<file path="src/rtl/swbb_pkg.sv">
// ----------------------------------------------------------------------------
// swbb_pkg
// Shared constants and widths for the sliding-window Bollinger band block.
// ----------------------------------------------------------------------------
package swbb_pkg;

	localparam int MAX_WINDOW   = 256;
	localparam int SAMPLE_WIDTH = 24;
	localparam int ADDR_W       = $clog2(MAX_WINDOW);
	localparam int LEN_W        = 9;
	localparam int GAIN_W       = 16;
	localparam int BAND_W       = 28;
	localparam int SUM_W        = 32;
	localparam int SQ_W         = 55;

	// bit-serial unit sizes
	localparam int MUL_A_W   = 64;
	localparam int MUL_B_W   = 32;
	localparam int DIV_W     = 40;
	localparam int DIV_STEPS = 40;
	localparam int SQRT_STEPS = 32;

	// register indexes
	localparam logic [1:0] REG_WINDOW_LENGTH = 2'd0;
	localparam logic [1:0] REG_GAIN_UP       = 2'd1;
	localparam logic [1:0] REG_GAIN_DOWN     = 2'd2;

	localparam logic [LEN_W-1:0] LEN_RESET  = 9'd20;
	localparam logic [GAIN_W-1:0] GAIN_RESET = 16'd8192;

endpackage

</file>
<file path="src/rtl/swbb_mul.sv">
// ----------------------------------------------------------------------------
// swbb_mul
// Shift-and-add multiplier, one multiplier bit per cycle, stops early.
// ----------------------------------------------------------------------------
module swbb_mul
	import swbb_pkg::*;
(
	input  logic               clk,
	input  logic               arst_n,
	input  logic               start,
	input  logic [MUL_A_W-1:0] a,
	input  logic [MUL_B_W-1:0] b,
	output logic               done,
	output logic [MUL_A_W-1:0] prod
);

	logic               busy_q;
	logic [MUL_A_W-1:0] a_q;
	logic [MUL_B_W-1:0] b_q;
	logic [MUL_A_W-1:0] acc_q;

	assign done = busy_q && (b_q == '0);
	assign prod = acc_q;

	// control
	always_ff @(posedge clk or negedge arst_n) begin
		if (!arst_n) begin
			busy_q <= 1'b0;
		end else if (start) begin
			busy_q <= 1'b1;
		end else if (done) begin
			busy_q <= 1'b0;
		end
	end

	// datapath: add the shifted multiplicand for each set bit
	always_ff @(posedge clk) begin
		if (start) begin
			a_q   <= a;
			b_q   <= b;
			acc_q <= '0;
		end else if (busy_q && !done) begin
			if (b_q[0]) begin
				acc_q <= acc_q + a_q;
			end
			a_q <= {a_q[MUL_A_W-2:0], 1'b0};
			b_q <= {1'b0, b_q[MUL_B_W-1:1]};
		end
	end

endmodule

</file>
<file path="config.mk">
export PLATFORM = sky130hd
export DESIGN_NAME = swbb_mul
export DESIGN_NICKNAME = d
export VERILOG_FILES = /design/src/rtl/swbb_pkg.sv /design/src/rtl/swbb_mul.sv
export SDC_FILE = /design/constraint.sdc
export NUM_CORES = 1
export LEC_CHECK = 0
export ABC_AREA = 1
export BUFFER_PORTS_ARGS = -buffer_cell sky130_fd_sc_hd__buf_2
export CAP_MARGIN = 20
export CORE_MARGIN = 1.5
export CORE_UTILIZATION = 39
export DETAILED_ROUTE_END_ITERATION = 12
export SLEW_MARGIN = 40
export SYNTH_ARGS = -nofsm -noshare
export SYNTH_HDL_FRONTEND = slang
export SYNTH_SLANG_ARGS = --single-unit
export TNS_END_PERCENT = 50
</file>
<file path="constraint.sdc">
create_clock -name clk -period 5 [get_ports clk]
set_clock_uncertainty 0.1 [all_clocks]
set_input_delay 0.5 -clock clk [delete_from_list [all_inputs] [get_ports clk]]
set_output_delay 0.5 -clock clk [all_outputs]
set_load 0.02 [all_outputs]
</file>
## Word level (Yosys, flattened, before mapping)

Index checks and enable logic that the tools add are counted.

| storage, ports and cells | value |
|---|---|
| bits in read-only memories | 0 |
| bits in writable memories | 0 |
| word-level logic and storage cells | 18 |
| input bits | 99 |
| memories | 0 |
| bits in latches | 0 |
| flip-flop bits (word level) | 161 |

| operators by class | value |
|---|---|
| shifts and indexed selects | 0 |
| equality and inequality tests | 0 |
| reductions and logical operators | 7 |
| div/mod/pow operators | 0 |
| mux-type cells | 6 |
| $lt $le $gt $ge | 0 |
| bitwise gates (word level) | 0 |
| add/sub/neg operators | 1 |
| multipliers | 0 |

Operator list:

| kind | count |
|---|---|
| $mux 64 | 2 |
| $add 64x64->64 | 1 |
| $mux 32 | 2 |
| $logic_not 32->1 | 1 |
| $reduce_bool 2->1 | 2 |
| $logic_and 1x1->1 | 2 |
| $mux 1 | 2 |
| $reduce_and 2->1 | 1 |
| $logic_not 1->1 | 1 |

## Depth between registers and ports, before layout

| logic depth | value |
|---|---|
| depth in word-level cells | 6 |
| gate-level depth with buffers | 17 |

## Worst setup path before layout

OpenSTA, ideal clock, no wires.

| timing path | value |
|---|---|
| path kind | register -> register |
| from | register b_q[0] |
| to | register a_q[0] (enable) |
| library setup time | 0.900 ns |
| path buffers | 0 |
| cell stages (with the launch flop) | 8 |
| data arrival time | 2.648 ns |
| slack | 1.352 ns |
| required time | 4.000 ns |
| cells stage by stage | edfxtp_1 > inv_1 > nand4_1 > nor2_1 > nand3_1 > or2_4 > nand2_1 > nand2_1 |

| between the ends | value |
|---|---|
| cells in the longest elaborated chain, start to end | 5 |

RTL lines:

| element | RTL line | source |
|---|---|---|
| start: declaration | swbb_mul.sv:19 | `logic [MUL_B_W-1:0] b_q;` |
| start signal: assignment | swbb_mul.sv:47 | `b_q <= {1'b0, b_q[MUL_B_W-1:1]};` |
| $logic_not 32->1 | swbb_mul.sv:22 | `assign done = busy_q && (b_q == '0);` |
| $logic_and 1x1->1 | swbb_mul.sv:22 |  |
| $logic_not 1->1 | swbb_mul.sv:42 | `end else if (busy_q && !done) begin` |
| $logic_and 1x1->1 | swbb_mul.sv:42 |  |
| $reduce_bool 2->1 (no line) | - |  |
| end signal: assignment | swbb_mul.sv:46 | `a_q <= {a_q[MUL_A_W-2:0], 1'b0};` |
| end: declaration | swbb_mul.sv:18 | `logic [MUL_A_W-1:0] a_q;` |

No other way between the ends.
A chain may end at the register's enable or synchronous reset.

## Worst setup path in the final report

| timing path | value |
|---|---|
| from | register a_q[8] |
| to | register acc_q[58], in the netlist prod[58] |

| between the ends | value |
|---|---|
| cells in the longest elaborated chain, start to end | 1 |

RTL lines:

| element | RTL line | source |
|---|---|---|
| $add 64x64->64 | swbb_mul.sv:44 | `acc_q <= acc_q + a_q;` |
| end signal: assignment | swbb_mul.sv:44 |  |
| end: declaration | swbb_mul.sv:20 | `logic [MUL_A_W-1:0] acc_q;` |

No other way between the ends.

==> results.toml <==
[layout]
antennaDiodeCount = 0
area_growth_pct = 14.5
post-route-util = 0.452
drive_gt1_frac = 0.0922
nFillCells = 3472
finalNetCount = 2351

[route]
vias = 12334
antenna_left = 0
routed_wl_um = 40200
routedWlPerCell_um = 15.5
post-route-drc-count = 0
drtIter0Drc = 848
vias_per_cell = 4.74
dr.pass1.iters = 9

[run]
max-cap-violations = 0

[synthesis]
synth_common_cells = "nand2_1, inv_1, nor2_1"
synth.top_cell.area_share = 0.281
synth_nets = 2204
synth_fa_ha_area_frac = 0.0652
seq_area_frac_synth = 0.338
synthFlopType = "edfxtp_1"
synth.most_common_cell = "nand2_1"
yosys.area.top_type = "nand2_1"
synth_edf_count = 96
synth_top_family_by_area = "simple AND/OR/NAND/NOR gates"
syn_area_per_cell_um2 = 6.07
synth-seq-cells = 161
yosys.area_share.simple = 0.379
synth_compound_area_frac = 0.0529
synthMuxAreaShare = 0
synth-async-reset-ratio = 0.00621
synth_xor_area_frac = 0.0205
synth_cells = 2041
synth_warnings = 0
synthTopCellsByArea = "nand2_1, edfxtp_1, inv_1, dfxtp_1, ha_1"
ys_types = 27
syn_area_mm2 = 0.0124

[clocking]
clkSinkCount = 161
clkSlewWorstSetupHoldPaths_ns = 0.07
post_cts_buffers = 0
clock-root-buffer = "clkbuf_16"
numCtsBuffers = 17
clkLatencyLatePin_ns = 0.46
cts_buffer_depth = 2
cts_tree = "built"
htreeDepth = 4

[sta]
finalSetupTns_ns = 0
hold_viol = 0
fin_crit_sh = 0.560
worst_pin_slew_ns = 0.743
rsz0062_at_grt = "no"
slew_violations = 0
max-slew-margin-rel = 0.504
finalCriticalPeriod_ns = 2.80
timing.fmax_mhz = 357
setup_viol = 0

[global_routing]
grt_pass1_vias = 11748
grtUsageMet2 = 0.387
track_usage = 0.251
use_met3 = 0.0409
use_met1 = 0.366
grt-busiest-layer = "met2"
grt_max_degree = 88
grt_pass1_wl_um = 64100
gr-total-overflow = 0
antenna_found_initial = 0

[die]
core_area_mm2 = 0.0314
rows = 65
die_height_um = 181
dieArea_mm2 = 0.0328
initial_core_util = 0.395
pin_count = 164
die_w_um = 181

[place]
portBuffers = 163
place.gp.congestion = 0.935
dp_hpwl_um = 31700

[critical_path]
worstSetupPathType = "register to register"
critPathBufInv = 1
cp.arrival_ns = 3.06
end_kind = "register"
crit_top_cell = "nand3_1"
required_ns = 5.26
slowest_delay_ns = 0.40
cp_cell_sequence = "ha_1 -> nand2_1 -> nor2_1 -> nand3_1 -> nand3_1 -> nand3_1 -> nand2_1 -> nand2_1 -> nand3_1 -> nand3_1 -> nand2_1 -> inv_1"
critPathTopFamily = "simple AND/OR/NAND/NOR gates"
crit_fanout = 4
critPathSlowestCell = "edfxtp_1"
cp-start-kind = "register"

[power]
peakVddDrop_mv = 0.266
leakagePower_uw = 0.00830
power_density_mw_per_mm2 = 316
power_uw = 4490

[hold_path]
min_path_type = "primary input to register"

[run_status]
status = "finished clean"
## final cells by class
| cell class | instances | area, µm² | area share |
|---|---|---|---|
| repair buffers | 169 | 870 | 0.0613 |
| clock buffers | 23 | 468 | 0.0330 |
| inverters | 427 | 1610 | 0.113 |
| multi-input cells | 1412 | 6420 | 0.453 |
| flip-flops and latches | 161 | 4190 | 0.295 |
| clock inverters | 9 | 131 | 0.00926 |
| well taps | 402 | 503 | 0.0354 |
## worst register-to-register path, cell delays in order, from the launching register on
cell and delay [ns]:
edfxtp_1 0.40, ha_1 0.38, nand2_1 0.11, nor2_1 0.30, nand3_1 0.21, nand3_1 0.24, nand3_1 0.11, nand2_1 0.37
nand2_1 0.17, nand3_1 0.11, nand3_1 0.08, nand2_1 0.09, inv_1 0.04
## flip-flops by register name, indices dropped and copies added (netlist names)
register and count:
prod 64, b_q 32, a_q 64, busy_q 1
## cells by family after synthesis
family | Yosys count
and+or+nand+nor | 1190
xor gates and xnor gates | 29
AOI/OAI and AO/OA | 129
buffers and inverters | 468
DFF | 161
adders and majority gates | 64
## cells in the final DEF (no fill, tap or decap), drive strengths merged, types with 6 or more instances in the layout
master,instances
nand4,15
ha,63
a21oi,99
inv,429
nor2,127
o21ai,26
nand2,928
edfxtp,96
nand3,97
xor2,14
buf,168
nor4,6
dfxtp,64
clkbuf,23
xnor2,15
nor3,15
## metrics by stage
step | area, µm² | instances | setup slack, ns | hold WS (ns)
2_1_floorplan | 12400 | 2041 | 1.35 | 0.104
3_3_place_gp | 13600 | 2570 | 2.03 | 0.180
3_5_place_dp | 13600 | 2570 | 2.07 | 0.177
4_1_cts | 14200 | 2603 | 2.14 | 0.190
5_1_grt | 14200 | 2603 | 2.00 | 0.210
6_report | 14200 | 2603 | 2.20 | 0.208
## final timing paths
kind | startpoint | to | slack [ns] | cells after the start
worst max-delay path | a_q[8] | prod[58] | 2.20 | 12
worst min-delay path | a[6] | a_q[6] | 0.21 | 3
worst max register to register | a_q[8] | prod[58] | 2.20 | 12
worst min register to register | prod[5] | prod[5] | 0.39 | 2
max in group asynchronous | arst_n | busy_q | 4.45 | 2
min in group asynchronous | arst_n | busy_q | 0.27 | 2
## timing repair
item	in CTS	in global routing
hold buffers	1	0
hold endpoints to repair	1	0
gates resized for setup	0	0
## layer usage
layer | wire length (µm) | vias up
li1 | - | 6443
met1 | 20200 | 5521
met2 | 17100 | 343
met3 | 2450 | 27
met4 | 495 | 0
met5 | 0 | -
## report_power, final
part	switching (µW)	internal [µW]	total, µW	leakage [µW]
Combinational	971	472	1440	0.00641
Clock	576	813	1390	0.000292
Sequential	105	1550	1660	0.00160
Total	1650	2840	4490	0.00830
(Power assumes the default switching activity.)
