**config.mk**
```make
export PLATFORM = sky130hd
export DESIGN_NAME = swbb_div
export DESIGN_NICKNAME = d
export VERILOG_FILES = /design/src/rtl/swbb_pkg.sv /design/src/rtl/swbb_div.sv
export SDC_FILE = /design/constraint.sdc
export NUM_CORES = 1
export LEC_CHECK = 0
export ABC_AREA = 1
export BUFFER_PORTS_ARGS = -buffer_cell sky130_fd_sc_hd__buf_2
export CORE_ASPECT_RATIO = 0.5
export CORE_UTILIZATION = 46
export CTS_CLUSTER_DIAMETER = 200
export CTS_CLUSTER_SIZE = 16
export DETAILED_ROUTE_END_ITERATION = 10
export PLACE_DENSITY = 0.72
export SYNTH_ARGS = -nofsm -noshare
export SYNTH_HDL_FRONTEND = slang
export SYNTH_SLANG_ARGS = --single-unit
export TNS_END_PERCENT = 5
```
**constraint.sdc**
```tcl
create_clock -name clk -period 5 [get_ports clk]
set_clock_uncertainty 0.2 [all_clocks]
set_input_delay 0.5 -clock clk [delete_from_list [all_inputs] [get_ports clk]]
set_output_delay 0.5 -clock clk [all_outputs]
set_load 0.01 [all_outputs]
```
**src/rtl/swbb_pkg.sv**
```systemverilog
// ----------------------------------------------------------------------------
// swbb_pkg
// Shared constants and widths for the sliding-window Bollinger band block.
// ----------------------------------------------------------------------------
package swbb_pkg;

	localparam int MAX_WINDOW   = 256;
	localparam int SAMPLE_WIDTH = 24;
	localparam int ADDR_W       = $clog2(MAX_WINDOW);
	localparam int LEN_W        = 9;
	localparam int GAIN_W       = 16;
	localparam int BAND_W       = 28;
	localparam int SUM_W        = 32;
	localparam int SQ_W         = 55;

	// bit-serial unit sizes
	localparam int MUL_A_W   = 64;
	localparam int MUL_B_W   = 32;
	localparam int DIV_W     = 40;
	localparam int DIV_STEPS = 40;
	localparam int SQRT_STEPS = 32;

	// register indexes
	localparam logic [1:0] REG_WINDOW_LENGTH = 2'd0;
	localparam logic [1:0] REG_GAIN_UP       = 2'd1;
	localparam logic [1:0] REG_GAIN_DOWN     = 2'd2;

	localparam logic [LEN_W-1:0] LEN_RESET  = 9'd20;
	localparam logic [GAIN_W-1:0] GAIN_RESET = 16'd8192;

endpackage

```
**src/rtl/swbb_div.sv**
```systemverilog
// ----------------------------------------------------------------------------
// swbb_div
// Restoring divider by the window length, one quotient bit per cycle.
// ----------------------------------------------------------------------------
module swbb_div
	import swbb_pkg::*;
(
	input  logic             clk,
	input  logic             arst_n,
	input  logic             start,
	input  logic [DIV_W-1:0] dividend,
	input  logic [LEN_W-1:0] divisor,
	output logic             done,
	output logic [DIV_W-1:0] quotient
);

	logic             busy_q;
	logic [5:0]       cnt_q;
	logic [DIV_W-1:0] quo_q;
	logic [LEN_W-1:0] rem_q;
	logic [LEN_W-1:0] dvs_q;
	logic [LEN_W:0]   rem_sh;
	logic [LEN_W:0]   rem_sub;
	logic             ge;

	assign rem_sh   = {rem_q, quo_q[DIV_W-1]};
	assign ge       = rem_sh >= {1'b0, dvs_q};
	assign rem_sub  = rem_sh - {1'b0, dvs_q};
	assign done     = busy_q && (cnt_q == 6'(DIV_STEPS));
	assign quotient = quo_q;

	// control
	always_ff @(posedge clk or negedge arst_n) begin
		if (!arst_n) begin
			busy_q <= 1'b0;
			cnt_q  <= '0;
		end else if (start) begin
			busy_q <= 1'b1;
			cnt_q  <= '0;
		end else if (done) begin
			busy_q <= 1'b0;
		end else if (busy_q) begin
			cnt_q <= cnt_q + 6'd1;
		end
	end

	// shift one dividend bit into the remainder per step
	always_ff @(posedge clk) begin
		if (start) begin
			quo_q <= dividend;
			rem_q <= '0;
			dvs_q <= divisor;
		end else if (busy_q && !done) begin
			quo_q <= {quo_q[DIV_W-2:0], ge};
			rem_q <= ge ? rem_sub[LEN_W-1:0] : rem_sh[LEN_W-1:0];
		end
	end

endmodule

```
# Word-level counts from Yosys, hierarchy flattened
# Cells that the tools add are included.
[word_totals]
regBits = 65
inputBits = 52
output_inout_bits = 41
wordCells = 25
[op_classes]
add_sub_neg = 2
reduce_logical = 7
magnitude_cmp = 1
n_eq_ne = 2
mux = 8
[op_table]
columns = ["cell", "n"]
rows = [
  ["40-bit two-way mux", 2],
  ["6-bit two-way mux", 3],
  ["10-bit by 9-bit >= comparator with 1-bit output", 1],
  ["9-bit two-way mux", 1],
  ["9-bit subtractor", 1],
  ["6-bit by 1-bit adder with 6-bit output, second input constant", 1],
  ["6-bit == test, second input constant", 1],
  ["2-bit nonzero test", 3],
  ["1-bit logical AND", 2],
  ["1-bit two-way mux", 2],
  ["2-bit inequality test, second input constant", 1],
  ["2-bit AND reduction", 1],
  ["1-bit logical NOT", 1],
]

# Depth between registers and ports, before layout
[depth]
ltp_word = 6
mapped_depth = 13
depth_no_buf = 13

# Worst setup path after synthesis
# OpenSTA, ideal clock, no wires.
[synth_timing]
path_kind = "flip-flop to flip-flop"
startpoint = "register quo_q[39] (netlist: quotient[39])"
endpoint = "register quo_q[0] (netlist: quotient[0]), data pin"
stages_incl_launch_ff = 12
setup_slack_ns = 2.925
t_arrival_ns = 1.612
setup_time_ns = 0.263
cell_sequence = "edfxtp_1 inv_1 ha_1 inv_1 fa_1 nand2_2 nand2_2 nand3_2 nand2_2 nand2_2 buf_6 a31oi_1"
[synth_between]
elab_chain_cells = 3
[synth_rtl]
columns = ["item", "line", "text"]
rows = [
  ["from (decl)", "swbb_div.sv:19", "logic [DIV_W-1:0] quo_q;"],
  ["from (signal assigned)", "swbb_div.sv:50", "quo_q <= dividend;"],
  ["from (signal assigned)", "swbb_div.sv:54", "quo_q <= {quo_q[DIV_W-2:0], ge};"],
  ["10-bit by 9-bit >= comparator with 1-bit output", "swbb_div.sv:27", "assign ge = rem_sh >= {1'b0, dvs_q};"],
  ["40-bit two-way mux", "swbb_div.sv:53", "end else if (busy_q && !done) begin"],
  ["40-bit two-way mux", "swbb_div.sv:49", "if (start) begin"],
]
# No other way between the ends. The select of a mux whose other input is x is not followed.
# A chain may end at the register's enable or synchronous reset.

# Final worst setup path
[layout_timing]
startpoint = "register cnt_q[0]"
endpoint = "register rem_q[5]"
[layout_between]
elab_chain_cells = 4
[layout_rtl]
columns = ["item", "line", "text"]
rows = [
  ["from (decl)", "swbb_div.sv:18", "logic [5:0] cnt_q;"],
  ["from (signal assigned)", "swbb_div.sv:43", "cnt_q <= cnt_q + 6'd1;"],
  ["6-bit == test", "swbb_div.sv:29", "assign done = busy_q && (cnt_q == 6'(DIV_STEPS));"],
  ["1-bit logical AND", "swbb_div.sv:29", ""],
  ["1-bit logical NOT", "swbb_div.sv:53", ""],
  ["1-bit logical AND", "swbb_div.sv:53", ""],
  ["to (signal assigned)", "swbb_div.sv:55", "rem_q <= ge ? rem_sub[LEN_W-1:0] : rem_sh[LEN_W-1:0];"],
  ["to (decl)", "swbb_div.sv:20", "logic [LEN_W-1:0] rem_q;"],
]
# No other way between the ends.

==> results.json <==
{
  "syn_area_um2": 3270,
  "worst_ir_drop_vdd_mv": 0.224,
  "synth_fp_nets": 433,
  "crit_required_ps": 5070,
  "drt_iter0_markers": 146,
  "yosysWarnings": 0,
  "fill_cells": 611,
  "ios": 93,
  "area_growth_pct": 26.0,
  "firstDrtPassIters": 5,
  "die_w_um": 121,
  "rows": 21,
  "start_util_pct": 48.3,
  "antenna_found_initial": 0,
  "drc": 0,
  "synth_area_leaders": "edfxtp_1 (45%), nand2_1 (21%), dfxtp_1 (5.5%)",
  "max_slew_margin_pct": 33.9,
  "yosysSeqAreaShare_pct": 55.8,
  "synth-seq-cells": 65,
  "nets": 527,
  "drv_cap": 0,
  "clk-insertion-delay-late_ps": 330,
  "worstSetupPathType": "flip-flop to flip-flop",
  "worstSetupStartpointType": "flip-flop",
  "htreeDepth": 3,
  "final_area_um2": 4130,
  "grt_pass1_vias": 2306,
  "grt_max_degree": 51,
  "arrival_ps": 2490,
  "hpwlAfterDp_mm": 4.76,
  "diodes": 0,
  "cts_tree": "built",
  "die_y_um": 61.7,
  "p_per_area_nw_per_um2": 444,
  "overflow": 0,
  "yosysUniqueCellTypes": 30,
  "cts_setup_buffers": 0,
  "async_reset_ff_share_pct": 10.8,
  "numCtsBuffers": 9,
  "finalPower_w": 0.00183,
  "final_util_pct": 60.9,
  "io_buffers": 92,
  "routabilityCongestion": 0.802,
  "min_from": "divisor[8]",
  "slew_viol_final": 0,
  "synth_cells": 369,
  "grt_pass1_wl_mm": 10.7,
  "ant_nets": 0,
  "grt_usage_pct": 19.6,
  "cts_hold_buffers": 1,
  "path_clk_slew_ps": 60,
  "leakage_nw": 2.16,
  "via_count": 2626,
  "wl_per_cell_um": 12.5,
  "hold_slack_ps": 144,
  "syn_avg_cell_area_um2": 8.87,
  "coreArea_um2": 6780,
  "hold_path.class": "input pin to flip-flop",
  "path_max_fanout": 44,
  "max_freq_mhz": 413,
  "clock_sinks": 65,
  "r2r-start": "cnt_q[0]",
  "wirelength_mm": 6.98,
  "synth_edf_count": 49,
  "cts_buffer_depth": 2,
  "cts-resized-gates": 0,
  "crit_start": "cnt_q[0]",
  "fin_crit_sh_pct": 48.4,
  "run_status": "finished clean",
  "synth_top_cell_area_share_pct": 44.9,
  "hold_viol": 0,
  "yosysTopAreaCell": "edfxtp_1",
  "drive_gt1_share_pct": 26.9,
  "tightest_slew_ps": 988,
  "fin_crit_ps": 2420,
  "cts_root_buf": "clkbuf_16",
  "fp.dieArea_um2": 7480,
  "viasPerCell": 4.69,
  "fin_setup_tns_ps": 0,
  "cp-end-kind": "flip-flop",
  "synth_flop_cell": "edfxtp_1",
  "rsz0062_at_grt": "no",
  "finalSetupViolations": 0,
  "placed_area_um2": 3800
}
==> cell usage in the layout (no fill, tap or decap), drive strengths merged <==
| cell | count |
|---|---|
| bufinv | 2 |
| nand4 | 1 |
| or2 | 1 |
| clkinvlp | 2 |
| nand2 | 187 |
| dfrtp | 7 |
| xnor2 | 2 |
| nor3 | 1 |
| nor2 | 14 |
| dfxtp | 9 |
| nand3 | 20 |
| buf | 94 |
| inv | 30 |
| clkbuf | 11 |
| clkinv | 2 |
| ha | 11 |
| a21oi | 6 |
| fa | 1 |
| xor2 | 1 |
| a31oi | 2 |
| nand3b | 9 |
| o21ai | 5 |
| dlygate4sd3 | 1 |
| edfxtp | 49 |
==> synthesized netlist by cell type, types with 2 or more instances <==
master      n
a21oi_1     5
a31oi_1     2
buf_2       8
clkbuf_1    3
dfrtp_1     7
dfxtp_1     9
edfxtp_1   49
ha_1       11
inv_1      29
nand2_1   179
nand2_2     7
nand3_1    19
nand3b_1    9
nor2_1     10
nor2_2      3
o21ai_0     4
xnor2_1     2
==> metal layers <==
metal	track usage, %	wire, um	up-vias
met5	0	0	-
met4	8.47	113	0
met3	6.94	296	10
met2	30.4	3220	63
met1	25.4	3350	1183
li1	-	-	1370
==> stage by stage <==
stage / std cells / setup WS [ps]
CTS: 560 / 2540
global placement: 543 / 2340
finish: 560 / 2580
floorplan: 369 / 2920
detailed placement: 543 / 2230
global route: 560 / 2360
==> path summary, 6_finish.rpt <==
| kind | to | slack, ps | cells after the start |
|---|---|---|---|
| min reg2reg | rem_q[7] | 270 | 2 |
| min in group asynchronous | busy_q | 330 | 2 |
| min | dvs_q[8] | 140 | 1 |
| max in group asynchronous | cnt_q[4] | 4110 | 2 |
| max reg2reg | rem_q[5] | 2580 | 8 |
| max | rem_q[5] | 2580 | 8 |
==> layout make-up <==
type	instances	area (um^2)	area share (%)
clock buffers	11	233	5.64
clock inverters	5	80.1	1.94
inverters	31	116	2.82
multi-input cells	261	1270	30.8
flip-flops and latches	65	1830	44.3
well taps	92	115	2.79
repair buffers	95	485	11.8
==> flip-flops by register name, summed over array words and instances (netlist names) <==
name	count
cnt_q	6
quotient	40
dvs_q	9
busy_q	1
rem_q	9
==> where the power goes <==
part / total (W) / switching, W / internal, W
combinational: 0.000468 / 0.000276 / 0.000192
sequential: 0.000707 / 0.0000493 / 0.000657
clock: 0.000657 / 0.000221 / 0.000435
total: 0.00183 / 0.000547 / 0.00128
==> critical path, cell delays in order, from the launching register on <==
cell and delay [ps]:
dfrtp_1 400, inv_1 130, ha_1 180, nand4_2 140, nand2_4 160, nand2_2 570, inv_2 430, nand2_1 80
nand2_1 80
==> kinds of logic after synthesis <==
family | synth area share, %
adder cells (fa/ha/maj) | 4.81
AND/OR/NAND/NOR | 31.0
buffers and inverters | 5.46
flip-flops | 55.8
AO/OA/AOI/OAI | 2.18
XOR/XNOR | 0.803
(Power assumes the default switching activity.)
