<file path="src/rtl/swbb_pkg.sv">
// ----------------------------------------------------------------------------
// swbb_pkg
// Shared constants and widths for the sliding-window Bollinger band block.
// ----------------------------------------------------------------------------
package swbb_pkg;

	localparam int MAX_WINDOW   = 256;
	localparam int SAMPLE_WIDTH = 24;
	localparam int ADDR_W       = $clog2(MAX_WINDOW);
	localparam int LEN_W        = 9;
	localparam int GAIN_W       = 16;
	localparam int BAND_W       = 28;
	localparam int SUM_W        = 32;
	localparam int SQ_W         = 55;

	// bit-serial unit sizes
	localparam int MUL_A_W   = 64;
	localparam int MUL_B_W   = 32;
	localparam int DIV_W     = 40;
	localparam int DIV_STEPS = 40;
	localparam int SQRT_STEPS = 32;

	// register indexes
	localparam logic [1:0] REG_WINDOW_LENGTH = 2'd0;
	localparam logic [1:0] REG_GAIN_UP       = 2'd1;
	localparam logic [1:0] REG_GAIN_DOWN     = 2'd2;

	localparam logic [LEN_W-1:0] LEN_RESET  = 9'd20;
	localparam logic [GAIN_W-1:0] GAIN_RESET = 16'd8192;

endpackage

</file>
<file path="src/rtl/swbb_sqrt.sv">
// ----------------------------------------------------------------------------
// swbb_sqrt
// Integer square root, one result bit (two radicand bits) per cycle.
// ----------------------------------------------------------------------------
module swbb_sqrt
	import swbb_pkg::*;
(
	input  logic               clk,
	input  logic               arst_n,
	input  logic               start,
	input  logic [MUL_A_W-1:0] radicand,
	output logic               done,
	output logic [MUL_B_W-1:0] root
);

	logic               busy_q;
	logic [5:0]         cnt_q;
	logic [MUL_A_W-1:0] x_q;
	logic [MUL_A_W-1:0] res_q;
	logic [MUL_A_W-1:0] bit_q;
	logic [MUL_A_W-1:0] trial;
	logic               ge;

	assign trial = res_q + bit_q;
	assign ge    = x_q >= trial;
	assign done  = busy_q && (cnt_q == 6'(SQRT_STEPS));
	assign root  = res_q[MUL_B_W-1:0];

	// control
	always_ff @(posedge clk or negedge arst_n) begin
		if (!arst_n) begin
			busy_q <= 1'b0;
			cnt_q  <= '0;
		end else if (start) begin
			busy_q <= 1'b1;
			cnt_q  <= '0;
		end else if (done) begin
			busy_q <= 1'b0;
		end else if (busy_q) begin
			cnt_q <= cnt_q + 6'd1;
		end
	end

	// restoring root step
	always_ff @(posedge clk) begin
		if (start) begin
			x_q   <= radicand;
			res_q <= '0;
			bit_q <= {2'b01, {(MUL_A_W-2){1'b0}}};
		end else if (busy_q && !done) begin
			if (ge) begin
				x_q   <= x_q - trial;
				res_q <= {1'b0, res_q[MUL_A_W-1:1]} + bit_q;
			end else begin
				res_q <= {1'b0, res_q[MUL_A_W-1:1]};
			end
			bit_q <= {2'b00, bit_q[MUL_A_W-1:2]};
		end
	end

endmodule

</file>
<file path="config.mk">
export PLATFORM = sky130hd
export DESIGN_NAME = swbb_sqrt
export DESIGN_NICKNAME = d
export VERILOG_FILES = /design/src/rtl/swbb_pkg.sv /design/src/rtl/swbb_sqrt.sv
export SDC_FILE = /design/constraint.sdc
export NUM_CORES = 1
export LEC_CHECK = 0
export BUFFER_PORTS_ARGS = -buffer_cell sky130_fd_sc_hd__buf_2
export CAP_MARGIN = 20
export CORE_MARGIN = 5
export CORE_UTILIZATION = 45
export DETAILED_ROUTE_END_ITERATION = 16
export PLACE_DENSITY_LB_ADDON = 0.25
export SLEW_MARGIN = 20
export SYNTH_ARGS = -nofsm -noshare
export SYNTH_HDL_FRONTEND = slang
export SYNTH_SLANG_ARGS = --single-unit
export TNS_END_PERCENT = 100
</file>
<file path="constraint.sdc">
create_clock -name clk -period 9.3 [get_ports clk]
set_input_delay 1.86 -clock clk [delete_from_list [all_inputs] [get_ports clk]]
set_output_delay 1.86 -clock clk [all_outputs]
set_load 0.1 [all_outputs]
</file>
== After elaboration in Yosys (flattened, before gate mapping) ==
Cells that the tools add are included.

* Input bits: 67
* Logic and storage cells: 30
* Output and inout bits: 33
* Register bits after elaboration: 167

* Order comparisons: 1
* $add $sub $neg: 4
* Multiplexer cells: 9
* Eq/ne operators: 2
* Reductions and logical operators: 9

{| class="wikitable"
|+ Operator list
! operator !! count
|-
| 64-bit 2-to-1 mux || 4
|-
| 63-bit by 63-bit adder with 64-bit output || 1
|-
| 64-bit by 63-bit adder with 64-bit output || 1
|-
| 64-bit greater-or-equal comparator || 1
|-
| 64-bit subtractor || 1
|-
| 6-bit 2-to-1 mux || 3
|-
| 2-bit nonzero test || 4
|-
| 6-bit by 1-bit adder with 6-bit output, second input constant || 1
|-
| 6-bit == test, second input constant || 1
|-
| 2-bit AND reduction || 2
|-
| 1-bit logical AND || 2
|-
| 1-bit 2-to-1 mux || 2
|-
| 2-bit != test, second input constant || 1
|-
| 1-bit logical NOT || 1
|}

== Longest topological paths before layout ==
* Depth in word-level cells: 6
* Depth in mapped cells: 26
* Gate-level depth less buffers: 23

== Worst setup path before layout ==
OpenSTA, ideal clock, no wires.

* Path kind: flip-flop to flip-flop
* Start: register res_q[2]
* End: register x_q[0] (enable)
* Buffers on the path: 3
* Arrival time: 9146 ps
* Path slack: -420 ps
* Stages on the path, launching flop included: 23
* Setup time: 574 ps
* Cell sequence: dfxtp_1 ha_1 a31oi_2 o21bai_2 a31oi_4 o211ai_1 o21a_1 a41o_1 a41oi_1 o21bai_1 a31oi_1 xor2_1 ha_1 nand2_1 nor3_1 nand3_1 nor3_1 or4bb_1 o21a_1 buf_6 buf_6 buf_2 o21ai_0

* Word-level cells in the longest chain between the ends: 4

{| class="wikitable"
|+ RTL lines
! element !! RTL line !! text
|-
| from (decl) || swbb_sqrt.sv:19 || <nowiki>logic [MUL_A_W-1:0] res_q;</nowiki>
|-
| from (signal assigned) || swbb_sqrt.sv:53 || <nowiki>res_q <= {1'b0, res_q[MUL_A_W-1:1]} + bit_q;</nowiki>
|-
| from (signal assigned) || swbb_sqrt.sv:55 || <nowiki>res_q <= {1'b0, res_q[MUL_A_W-1:1]};</nowiki>
|-
| 64-bit by 63-bit adder with 64-bit output || swbb_sqrt.sv:24 || <nowiki>assign trial = res_q + bit_q;</nowiki>
|-
| 64-bit greater-or-equal comparator || swbb_sqrt.sv:25 || <nowiki>assign ge = x_q >= trial;</nowiki>
|-
| 2-bit nonzero test (no source line) || -- ||
|-
| 2-bit AND reduction (no source line) || -- ||
|-
| to (signal assigned) || swbb_sqrt.sv:47 || <nowiki>x_q <= radicand;</nowiki>
|-
| to (signal assigned) || swbb_sqrt.sv:52 || <nowiki>x_q <= x_q - trial;</nowiki>
|-
| to (decl) || swbb_sqrt.sv:18 || <nowiki>logic [MUL_A_W-1:0] x_q;</nowiki>
|}

No other way between the ends.
A chain may end at the register's enable or synchronous reset.

== Worst setup path after layout ==
* Start: register res_q[0]
* End: register res_q[62]

* Word-level cells in the longest chain between the ends: 3

{| class="wikitable"
|+ RTL lines
! element !! RTL line !! text
|-
| 64-bit by 63-bit adder with 64-bit output || swbb_sqrt.sv:24 ||
|-
| 64-bit greater-or-equal comparator || swbb_sqrt.sv:25 ||
|-
| 64-bit 2-to-1 mux || swbb_sqrt.sv:51 || <nowiki>if (ge) begin</nowiki>
|}

No other way between the ends.

==> flow_summary_export.csv <==
group,metric,value,unit
synth,syn_area_per_cell,7.678,um^2
global_route,antenna_found_initial,0,
setup_path,startpoint_type,"register",
pwr,switching_share,0.4933,
sta,tightestPinTransition,1057,ps
sta,finalSetupViolations,0,
cells_and_area,final_cells,2474,
sta,holdWs,490.4,ps
sta,rsz0062_at_grt,"no",
detailed_routing,wire_per_inst,18.95,um
setup_path,critPathRequiredTime,9670,ps
global_route,grt_remaining_overflow,0,
global_route,grt_pass1_wl,74.60,mm
synth,synth_fp_nets,2219,
synth,ys_ff_latch,167,
synth,synth-edff-count,64,
detailed_routing,drc,0,
placed_design,dpl-instance-area,16000,um^2
setup_path,crit_arrival,7380,ps
synth,synthCells,2019,
clocking,cts_made_buffers,17,
global_route,track_usage,0.2377,
sta,finalHoldViolCount,0,
floorplanning,initial_core_util,0.4521,
clocking,path_clk_slew,80,ps
detailed_routing,drt.antenna.violating_nets,0,
detailed_routing,drt_iter0_drc,1341,
pwr,clockPowerShare,0.142,
outcome,status,"completed",
clocking,clkSinkCount,167,
synth,synthFlopType,"dfxtp_1",
sta,fin_worst_skew,13.91,ps
synth,synth_area,15500,um^2
sta,finalWorstSetupSlack,2285,ps
clocking,cts_setup_buffers,0,
clocking,cts_resized,0,
placed_design,dp_slack,2368,ps
detailed_routing,dr.pass1.iters,8,
synth,synthTopCellsByArea,"dfxtp_1 (12%), edfxtp_1 (12%), ha_1 (11%)",
clocking,clk_path_buf_depth,2,
sta,drv_slew,0,
cells_and_area,post-route-cell-area,16590,um^2
detailed_routing,vias,14780,
cells_and_area,drive_above_1_share,0.09559,
synth,synth_top_cell_by_area,"dfxtp_1",
floorplanning,io_pins,100,
floorplanning,dieArea,38260,um^2
flow_run,cap_violations,0,
pwr,pwr-share-seq,0.239,
global_route,grt-busiest-layer,"met2",
placed_design,port_buffers,99,
setup_path,critPathKind,"reg2reg",
floorplanning,die_h,195.6,um
pwr,leakagePower,6.454,nW
global_route,gr-usage-met3,0.04331,
cells_and_area,antennaDiodeCount,0,
sta,slew_headroom,0.2952,
cells_and_area,layout.nets,2206,
synth,async_flop_share,0.04192,
sta,fin_crit,7015,ps
floorplanning,rows,68,
floorplanning,core,34290,um^2
clocking,htree_levels,4,
global_route,grt_max_degree,82,
clocking,clkLatencyLatePin,450,ps
global_route,grt_use_met1,0.3149,
pwr,ir_drop,0.1615,mV
synth,yosysWarnings,0,
sta,finalCritPeriodShare,0.7543,
pwr,p_comb_frac,0.620,
cells_and_area,area_delta_synth_final,7.014,%
setup_path,reg2reg_slack,2290,ps
setup_path,crit_fanout,47,
clocking,cts_hold_buf,0,
pwr,power_density,314.5,nW/um^2
synth,netlist.area_leader.share,0.1240,
pwr,power,5.217,mW
placed_design,dp_hpwl,35.35,mm
synth,yosysSeqAreaShare,0.2593,
floorplanning,die_w,195.6,um
synth,yosysUniqueCellTypes,89,
detailed_routing,drt-total-wl,46.88,mm
placed_design,dpl.cell_count,2442,
min_path,hold_path.class,"reg2reg",
setup_path,end_kind,"register",
cells_and_area,final_core_util,0.4838,
sta,fin_tns_setup,0,ps
global_route,grt_use_met2,0.3994,
detailed_routing,via_per_inst,5.975,
pwr,cellInternalPower,2.644,mW
clocking,cts_tree,"yes",
clocking,cts-root-buf,"clkbuf_16",
placed_design,place_congestion,0.9296,
global_route,grt_pass1_vias,14080,
pwr,p_switching,2.574,mW
sta,max_freq,142.6,MHz
==> path summary, 6_finish.rpt <==
check	from	end	cells after the start
min reg2reg	bit_q[2]$_SDFFE_PP0P_	bit_q[0]$_SDFFE_PP0P_	2
min	bit_q[2]$_SDFFE_PP0P_	bit_q[0]$_SDFFE_PP0P_	2
max	res_q[0]$_SDFFE_PP0P_	res_q[62]$_SDFFE_PP0P_	24
max in group asynchronous	arst_n	cnt_q[2]$_DFFE_PN0P_	1
min in group asynchronous	arst_n	cnt_q[5]$_DFFE_PN0P_	1
max reg2reg	res_q[0]$_SDFFE_PP0P_	res_q[62]$_SDFFE_PP0P_	24
==> state kept, by name (all words and copies together), names as in the netlist <==
name	cells
x_q	64
busy_q	1
cnt_q	6
res_q	64
bit_q	32
==> power by group through the flow <==
stage               logic [mW]  registers [mW]  clock network [mW]
floorplan                 2.60            1.16                   0
global placement          3.16            1.25                   0
detailed placement        3.18            1.26                   0
CTS                       3.21            1.24               0.755
global route              3.56            1.27               0.788
finish                    3.23            1.25               0.739
==> kinds of logic (layout without fill, tap and decap cells) <==
| family | after synthesis | in the layout | synth area share |
|---|---|---|---|
| AND/OR/NAND/NOR | 684 | 684 | 0.2006 |
| AO/OA/AOI/OAI | 672 | 672 | 0.2759 |
| buffers and inverters | 188 | 188 | 0.05650 |
| flip-flops | 167 | 167 | 0.2593 |
| XOR/XNOR | 163 | 163 | 0.09210 |
| adder cells (fa/ha/maj) | 133 | 133 | 0.1078 |
| multiplexers | 12 | 12 | 0.007830 |
==> cells in the final DEF (no fill, tap or decap), types with 30 or more instances in the layout <==
cell type | netlist | final
a31oi_1 | 65 | 65
nand2_1 | 325 | 324
buf_2 | 20 | 98
a21o_1 | 49 | 49
nor2_1 | 149 | 148
nand4_1 | 46 | 46
o21bai_1 | 36 | 36
o21ai_0 | 187 | 186
xor2_1 | 72 | 72
nand3_1 | 30 | 30
dfxtp_1 | 96 | 96
xnor2_1 | 91 | 91
a21oi_1 | 149 | 148
ha_1 | 132 | 132
inv_1 | 43 | 43
edfxtp_1 | 64 | 64
==> final cells by class <==
| class | instances | area, um^2 |
|---|---|---|
| well taps | 455 | 569.3 |
| clock inverters | 11 | 110.1 |
| inverters | 45 | 168.9 |
| repair buffers | 111 | 591.8 |
| fillers | 3461 | 17700 |
| clock buffers | 21 | 481.7 |
| flip-flops and latches | 167 | 4019 |
| multi-input cells | 1664 | 10650 |
==> per-layer routing <==
metal	wire length [um]	vias to the layer above	part of all wire
met3	2871	63	0.061
li1	-	7299	-
met4	1159	0	0.025
met2	21820	453	0.47
met5	0	-	0
met1	21030	6968	0.45
==> cell usage after synthesis, types with 5 or more instances <==
library cell  number
o21ai_0          187
nand2b_1          13
o21a_1            15
a221oi_1           6
a31o_2            13
nor3_1            19
xnor2_1           91
buf_4             34
xor2_1            72
a311oi_1          11
and3_1            24
ha_1             132
buf_1              6
a22oi_1            6
mux2i_1           11
and2_1            14
a211o_1            5
o22ai_1            8
a21oi_1          149
o21ai_1           18
a21o_1            49
o211ai_1          11
dfrtp_1            7
a31oi_1           65
buf_2             20
nor3b_1            6
o21bai_1          36
nand2_1          325
inv_1             43
nor2_1           149
nor4_1             7
nor2b_1           10
nand4_1           46
clkbuf_1          79
nand3_1           30
and4_1             5
or3_1             13
a211oi_1          18
o31ai_1           13
edfxtp_1          64
a41oi_1            9
dfxtp_1           96
==> critical path, cell delays in order (launching register included) <==
cell,delay [ps]
dfxtp_1,330
ha_1,230
ha_1,230
a211oi_1,390
o31ai_1,220
a311oi_1,690
a22oi_1,290
a31oi_1,350
nor2b_1,130
o22ai_1,220
o31a_1,190
o21ai_1,80
xnor2_1,150
ha_1,220
a21oi_1,200
o21bai_1,120
a2111oi_0,540
o22ai_1,170
a211oi_1,480
o21a_2,920
buf_4,330
nand2_1,70
nand3_1,80
o21ai_0,90
o221ai_1,190
Power figures use the tool's default switching activity.
